<file path="src/hdl/vna_pkg.sv">
`timescale 1ns / 1ps
// ----------------------------------------------------------------------------
// Vertex normal accumulator package
// Shared types, field widths, function codes and the saturating add used by
// the accumulator datapath.
// ----------------------------------------------------------------------------
package vna_pkg;

	localparam int VERTEX_COUNT_DEF = 256;

	localparam int COORD_W = 24;
	localparam int DIFF_W  = COORD_W + 1;
	localparam int PROD_W  = 2 * DIFF_W;
	localparam int CROSS_W = PROD_W + 1;
	localparam int ACC_W   = 60;
	localparam int SUM_W   = ACC_W + 1;

	typedef enum logic [1:0] {
		FUNC_LOAD  = 2'd0,
		FUNC_FACE  = 2'd1,
		FUNC_READ  = 2'd2,
		FUNC_CLEAR = 2'd3
	} func_t;

	typedef logic signed [COORD_W-1:0] coord_t;
	typedef logic signed [DIFF_W-1:0]  diff_t;
	typedef logic signed [PROD_W-1:0]  prod_t;
	typedef logic signed [CROSS_W-1:0] cross_t;
	typedef logic signed [ACC_W-1:0]   acc_t;

	typedef struct packed {
		coord_t x;
		coord_t y;
		coord_t z;
	} vtx_t;

	typedef struct packed {
		diff_t x;
		diff_t y;
		diff_t z;
	} diff_vec_t;

	typedef struct packed {
		cross_t x;
		cross_t y;
		cross_t z;
	} cross_vec_t;

	typedef struct packed {
		acc_t x;
		acc_t y;
		acc_t z;
	} acc_vec_t;

	// Operation on the accumulator store: read, add or zero.
	typedef struct packed {
		logic rd;
		logic add;
		logic zero;
	} acc_op_t;

	localparam acc_t ACC_MAX = {1'b0, {(ACC_W-1){1'b1}}};
	localparam acc_t ACC_MIN = {1'b1, {(ACC_W-1){1'b0}}};

	function automatic acc_t sat_add(input acc_t acc, input cross_t d);
		logic signed [SUM_W-1:0] s;
		acc_t r;
		s = SUM_W'(acc) + SUM_W'(d);
		if (s[SUM_W-1] != s[SUM_W-2]) begin
			r = s[SUM_W-1] ? ACC_MIN : ACC_MAX;
		end else begin
			r = s[ACC_W-1:0];
		end
		return r;
	endfunction

endpackage

</file>
<file path="src/hdl/vna_cross_unit.sv">
`timescale 1ns / 1ps
// ----------------------------------------------------------------------------
// Cross product unit
// One shared signed multiplier, stepped six times, forms n = b x a.
// ----------------------------------------------------------------------------
module vna_cross_unit (
	input  logic                   clk,
	input  logic                   arst_n,
	input  logic                   start,
	input  vna_pkg::diff_vec_t     a,
	input  vna_pkg::diff_vec_t     b,
	output logic                   done,
	output vna_pkg::cross_vec_t    n
);
	import vna_pkg::*;

	localparam logic [2:0] LAST_STEP = 3'd6;
	localparam logic [2:0] STEP_NX   = 3'd2;
	localparam logic [2:0] STEP_NY   = 3'd4;

	logic       busy_q;
	logic [2:0] cnt_q;
	diff_t      mul_l;
	diff_t      mul_r;
	prod_t      prod_s1;
	prod_t      first_q;
	cross_t     diff;
	cross_vec_t n_q;

	always_ff @(posedge clk or negedge arst_n) begin
		if (!arst_n) begin
			busy_q <= 1'b0;
			cnt_q  <= '0;
		end else if (start) begin
			busy_q <= 1'b1;
			cnt_q  <= '0;
		end else if (busy_q) begin
			if (cnt_q == LAST_STEP) begin
				busy_q <= 1'b0;
			end
			cnt_q <= cnt_q + 3'd1;
		end
	end

	// Even steps give the first product of a component, odd steps the second.
	always_comb begin
		case (cnt_q)
			3'd0: begin mul_l = b.y; mul_r = a.z; end
			3'd1: begin mul_l = b.z; mul_r = a.y; end
			3'd2: begin mul_l = b.z; mul_r = a.x; end
			3'd3: begin mul_l = b.x; mul_r = a.z; end
			3'd4: begin mul_l = b.x; mul_r = a.y; end
			default: begin mul_l = b.y; mul_r = a.x; end
		endcase
	end

	assign diff = CROSS_W'(first_q) - CROSS_W'(prod_s1);

	always_ff @(posedge clk) begin
		if (busy_q && cnt_q != LAST_STEP) begin
			prod_s1 <= mul_l * mul_r;
		end
		if (busy_q && cnt_q[0]) begin
			first_q <= prod_s1;
		end
		if (busy_q && cnt_q != 3'd0 && !cnt_q[0]) begin
			case (cnt_q)
				STEP_NX: n_q.x <= diff;
				STEP_NY: n_q.y <= diff;
				default: n_q.z <= diff;
			endcase
		end
	end

	assign done = busy_q && (cnt_q == LAST_STEP);
	assign n    = n_q;

endmodule

</file>
<file path="config.mk">
export PLATFORM = sky130hd
export DESIGN_NAME = vna_cross_unit
export DESIGN_NICKNAME = d
export VERILOG_FILES = /design/src/hdl/vna_pkg.sv /design/src/hdl/vna_cross_unit.sv
export SDC_FILE = /design/constraint.sdc
export NUM_CORES = 2
export LEC_CHECK = 0
export BUFFER_PORTS_ARGS = -buffer_cell sky130_fd_sc_hd__buf_2
export CORE_MARGIN = 2
export CORE_UTILIZATION = 55
export CTS_BUF_LIST = sky130_fd_sc_hd__clkbuf_8
export DETAILED_ROUTE_END_ITERATION = 6
export PLACE_DENSITY = 0.73
export SLEW_MARGIN = 40
export SYNTH_ARGS = -nofsm -noshare
export SYNTH_HDL_FRONTEND = slang
export SYNTH_SLANG_ARGS = --single-unit
</file>
<file path="constraint.sdc">
create_clock -name clk -period 10.7 [get_ports clk]
set_input_delay 1.07 -clock clk [delete_from_list [all_inputs] [get_ports clk]]
set_output_delay 1.07 -clock clk [all_outputs]
set_load 0.03 [all_outputs]
</file>
Word level (Yosys, flattened, before mapping)
Index checks and enable logic that the tools add are counted.

$add $sub $neg: 2. Eq/ne operators: 6. Magnitude comparators: 0. Bitwise logic cells: 1. Multipliers: 1. Reductions and logical operators: 17. Multiplexer cells: 7. Shifts and indexed selects: 0. Div/mod/pow operators: 0.

Operator list (number): 25-bit one-hot mux with 2 select lines (2); 50-bit by 50-bit subtractor with 51-bit output (1); 25-bit by 25-bit multiplier with 50-bit output (1); 2-bit OR reduction (5); 3-bit by 2-bit equality test with 1-bit output (second input constant) (2); 3-bit equality test (second input constant) (2); 3-bit 2-to-1 mux (2); 2-bit AND reduction (3); 1-bit logical AND (5); 3-bit by 1-bit adder with 3-bit output (second input constant) (1); 3-bit by 1-bit equality test with 1-bit output (second input constant) (1); 3-bit logical NOT (1); 1-bit 2-to-1 mux (3); 3-bit inequality test (second input constant) (1); 3-bit nonzero test (1); 2-bit nonzero test (1); 1-bit logical NOT (1); 1-bit inverter (1).

Bits in writable memories: 0. Memories: 0. Logic and storage cells: 41. Register bits after elaboration: 257. Bits in latches: 0. Bits in read-only memories: 0.

Logic depth before layout (Yosys ltp)
Word-level depth: 4. Depth in mapped cells: 36. Mapped depth without buffers: 33.

Least setup slack after synthesis
OpenSTA, ideal clock, no wires.

Path kind: reg-to-reg. From: register cnt_q[0]. To: register prod_s1[30], data pin. Clock period less this slack: 8.110 ns. Library setup time: 0.260 ns. Arrival time: 7.851 ns. Stages on the path, launching flop included: 35. Setup slack: 2.590 ns. Required time: 10.440 ns. Buffers on the path: 3. Cell sequence: dfrtp_1 > inv_1 > ha_1 > nand2_1 > o21ai_1 > nor2_1 > clkbuf_1 > nand2_1 > nand2_1 > clkbuf_1 > nand2_1 > fa_1 > inv_1 > fa_1 > inv_1 > fa_1 > fa_1 > inv_1 > fa_1 > fa_1 > inv_1 > fa_1 > inv_1 > ha_1 > clkbuf_1 > a221o_1 > a31oi_1 > o31ai_1 > a21o_1 > a21oi_1 > nor2_1 > a211oi_1 > o21bai_1 > a21oi_1 > xnor2_1.

Word-level cells in the longest chain between the ends: 4.

Ends and longest elaborated chain: from (decl) (line vna_cross_unit.sv:22) `logic [2:0] cnt_q;`; from (signal assigned) (line vna_cross_unit.sv:41) `cnt_q <= cnt_q + 3'd1;`; 3-bit equality test (tied with other cells) (line vna_cross_unit.sv:47) `case (cnt_q)`; 2-bit OR reduction (no line); 25-bit one-hot mux with 2 select lines (line vna_cross_unit.sv:47); 25-bit by 25-bit multiplier with 50-bit output * (line vna_cross_unit.sv:61) `prod_s1 <= mul_l * mul_r;`; to (signal assigned) (line vna_cross_unit.sv:61); to (decl) (line vna_cross_unit.sv:25) `prod_t prod_s1;`.

Mark *: on every way between the ends. The rest lies on a longest branch, timed or not. A chain may end at the register's enable or synchronous reset.

Worst setup path in the final report
From: register cnt_q[0]. To: register prod_s1[49], data pin.

The elaborated chain is that of the path after synthesis.

==> impl_metrics.ini <==
[status]
status = completed

[setup_path]
crit_path_max_incr_delay_ns = 0.83
crit_path_frequent_cell = fa_1
cp_max_fo = 26
slowest_stage = fa_1
ff2ff_setup_slack_ns = 1.13
worstSetupStartpointType = register
cp-end-kind = register
critPathKind = reg2reg
critPathArrivalTime_ns = 9.87
cp.required_ns = 11.00

[cts]
cts-root-buf = clkbuf_8
htree_levels = 2
clk_latency_ns = 0.58
path_clk_slew_ns = 0.06
cts_resized = 0
tritoncts = yes
postCtsSetupRepairBufs = 0
cts_sinks = 257
hold_buffers = 0
cts_buffer_depth = 3
numCtsBuffers = 43

[route]
routedWlPerCell_um = 20.9
wl_met1_um = 36700
dr.pass1.iters = 6
vias = 24838
routed_via_density = 5.57
drcViolationCount = 0
wl_met2_um = 39600
route.top_layer_used = met4
wl_um = 93400
drtAntennaViolNets = 0
met3_length_um = 12700
drt_iter0_drc = 1899

[timing]
rsz0062_at_grt = no
timing.fmax_mhz = 105
fin_skew_ns = 0.0320
period_share_pct = 89.4
setup_viol = 0
fin_ws_ns = 1.13
hold_viol_final = 0
slew_violations = 0
fin_setup_tns_ns = 0
tightestPinTransition_ns = 0.972
holdWs_ns = 0.294
relSlewSlack_pct = 35.2
layout_min_cycle_time_ns = 9.57

[synthesis]
synth_area_um2 = 33800
syn_inst = 3387
yosys_warnings = 0
syn_nets = 4395
yosysUniqueCellTypes = 65
ys_seq_area_share_pct = 22.7
synth_area_leaders = fa_1 (39%), edfxtp_1 (22%), inv_1 (7.8%)
ys_ff_latch = 257
synth_area_per_cell_um2 = 9.99
synth-edff-count = 253
ys.flop_type = edfxtp_1
yosysTopAreaCell = fa_1
synth_top_area_share_pct = 39.0
synthArstFlopShare_pct = 1.56

[floorplan]
die_w_um = 252
initial_core_util_pct = 55.8
core_area_um2 = 60600
die_y_um = 252
row_count = 90
ios = 307
dieArea_um2 = 63500

[flow_run]
max_cap_violations = 0

[layout]
nNetsFinal = 4654
syn_to_final_growth_pct = 10.0
drive_gt1_share_pct = 12.4
finish.utilization_pct = 61.5

[place]
gp_routability_congestion = 1.03
dpl.hpwl_um = 75200
io_buffer_count = 306
pre_cts_ws_ns = 1.25

[worst_hold_path]
holdCritPathClass = in2async

[grt]
track_usage_pct = 30.3
overflow = 0
grt_max_degree = 55
grt_pass1_wl_um = 145000
antenna_found_initial = 3
grt_pass1_vias = 25991
## routing by layer
metal,up-vias,GRT usage [%]
met3,270,10.8
met5,-,0
met1,12060,40.3
met4,0,12.3
met2,1522,45.5
li1,10986,-
## area by class of cell
class | instances | area, µm²
Clock buffer | 44 | 606
Inverter | 704 | 2640
Tap cell | 782 | 978
Fill cell | 5138 | 23400
Timing Repair Buffer | 347 | 1890
Clock inverter | 35 | 273
Antenna cell | 1 | 2.50
Sequential cell | 257 | 7700
Multi-Input combinational cell | 2293 | 23100
## worst max-delay path: cells and delay by family (launching register included)
family                     cells  cell delay [ns]
buffers and inverters          3             0.50
and+or+nand+nor                5             1.91
xor gates and xnor gates       1             0.08
DFF                            1             0.48
AOI/OAI and AO/OA             10             1.55
adders and majority gates      9             4.74
## cells by family (layout without fill, tap and decap cells)
| logic type | Yosys count | count (layout) | share of synthesized area (%) |
|---|---|---|---|
| and+or+nand+nor | 937 | 937 | 11.4 |
| adders and majority gates | 855 | 855 | 46.2 |
| buffers and inverters | 837 | 1130 | 9.29 |
| AOI/OAI and AO/OA | 397 | 397 | 7.61 |
| DFF | 257 | 257 | 22.7 |
| xor gates and xnor gates | 101 | 101 | 2.61 |
| muxes | 3 | 3 | 0.0924 |
| other | 0 | 1 | 0 |
## synth_stat cells, types with 14 or more instances
library cell,count
a21oi_1,123
o21ai_0,46
nand3_1,19
fa_1,659
a21o_1,66
o21bai_1,21
xor2_1,29
nor2_1,390
o21a_1,14
and2_1,42
clkbuf_1,131
ha_1,196
inv_1,704
xnor2_1,72
o21ai_1,14
nand2_1,406
edfxtp_1,253
nor3_1,14
nand2b_1,15
a22oi_1,50
## path summary, 6_finish.rpt
path,start,endpoint,cells past startpoint
max in group asynchronous,arst_n,cnt_q[0],1
setup / recovery,cnt_q[0],prod_s1[49],28
hold / removal,arst_n,cnt_q[2],1
min in group clk,prod_s1[12],first_q[12],0
hold reg to reg,prod_s1[12],first_q[12],0
setup reg to reg,cnt_q[0],prod_s1[49],28
## cell usage in the layout (no fill, tap or decap), types with 5 or more instances in the layout
| master | instances |
|---|---|
| inv_1 | 713 |
| fa_1 | 659 |
| nand2_1 | 406 |
| nor2_1 | 387 |
| buf_2 | 306 |
| edfxtp_1 | 253 |
| ha_1 | 196 |
| a21oi_1 | 115 |
| xnor2_1 | 72 |
| a21o_1 | 61 |
| a22oi_1 | 50 |
| o21ai_0 | 46 |
| clkbuf_8 | 44 |
| and2_1 | 41 |
| buf_4 | 35 |
| xor2_1 | 29 |
| o21bai_1 | 21 |
| nand3_1 | 19 |
| nand2b_1 | 15 |
| o21a_1 | 14 |
| nor3_1 | 14 |
| or2_2 | 12 |
| nand4_1 | 12 |
| o21ai_1 | 9 |
| clkinv_1 | 9 |
| a31oi_1 | 8 |
| o211ai_1 | 7 |
| o31ai_1 | 7 |
| nor2b_1 | 7 |
| a21oi_2 | 6 |
| and3_1 | 6 |
| a211oi_1 | 6 |
| clkinv_2 | 6 |
| a21o_2 | 5 |
| clkinvlp_4 | 5 |
## sequential cells by signal, indices dropped and copies added, names as in the netlist
register  count
first_q      50
cnt_q         3
prod_s1      50
n           153
busy_q        1
## metrics by stage
step                      instances  area (µm²)
after global routing           4463       37200
after floorplan                3387       33800
final                          4463       37200
after CTS                      4458       37100
after global placement         4377       36200
after detailed placement       4379       36300
Power is left out: the tool's default activity adds up to more than one toggle a clock period on the data nets, which glitch-free logic cannot reach.
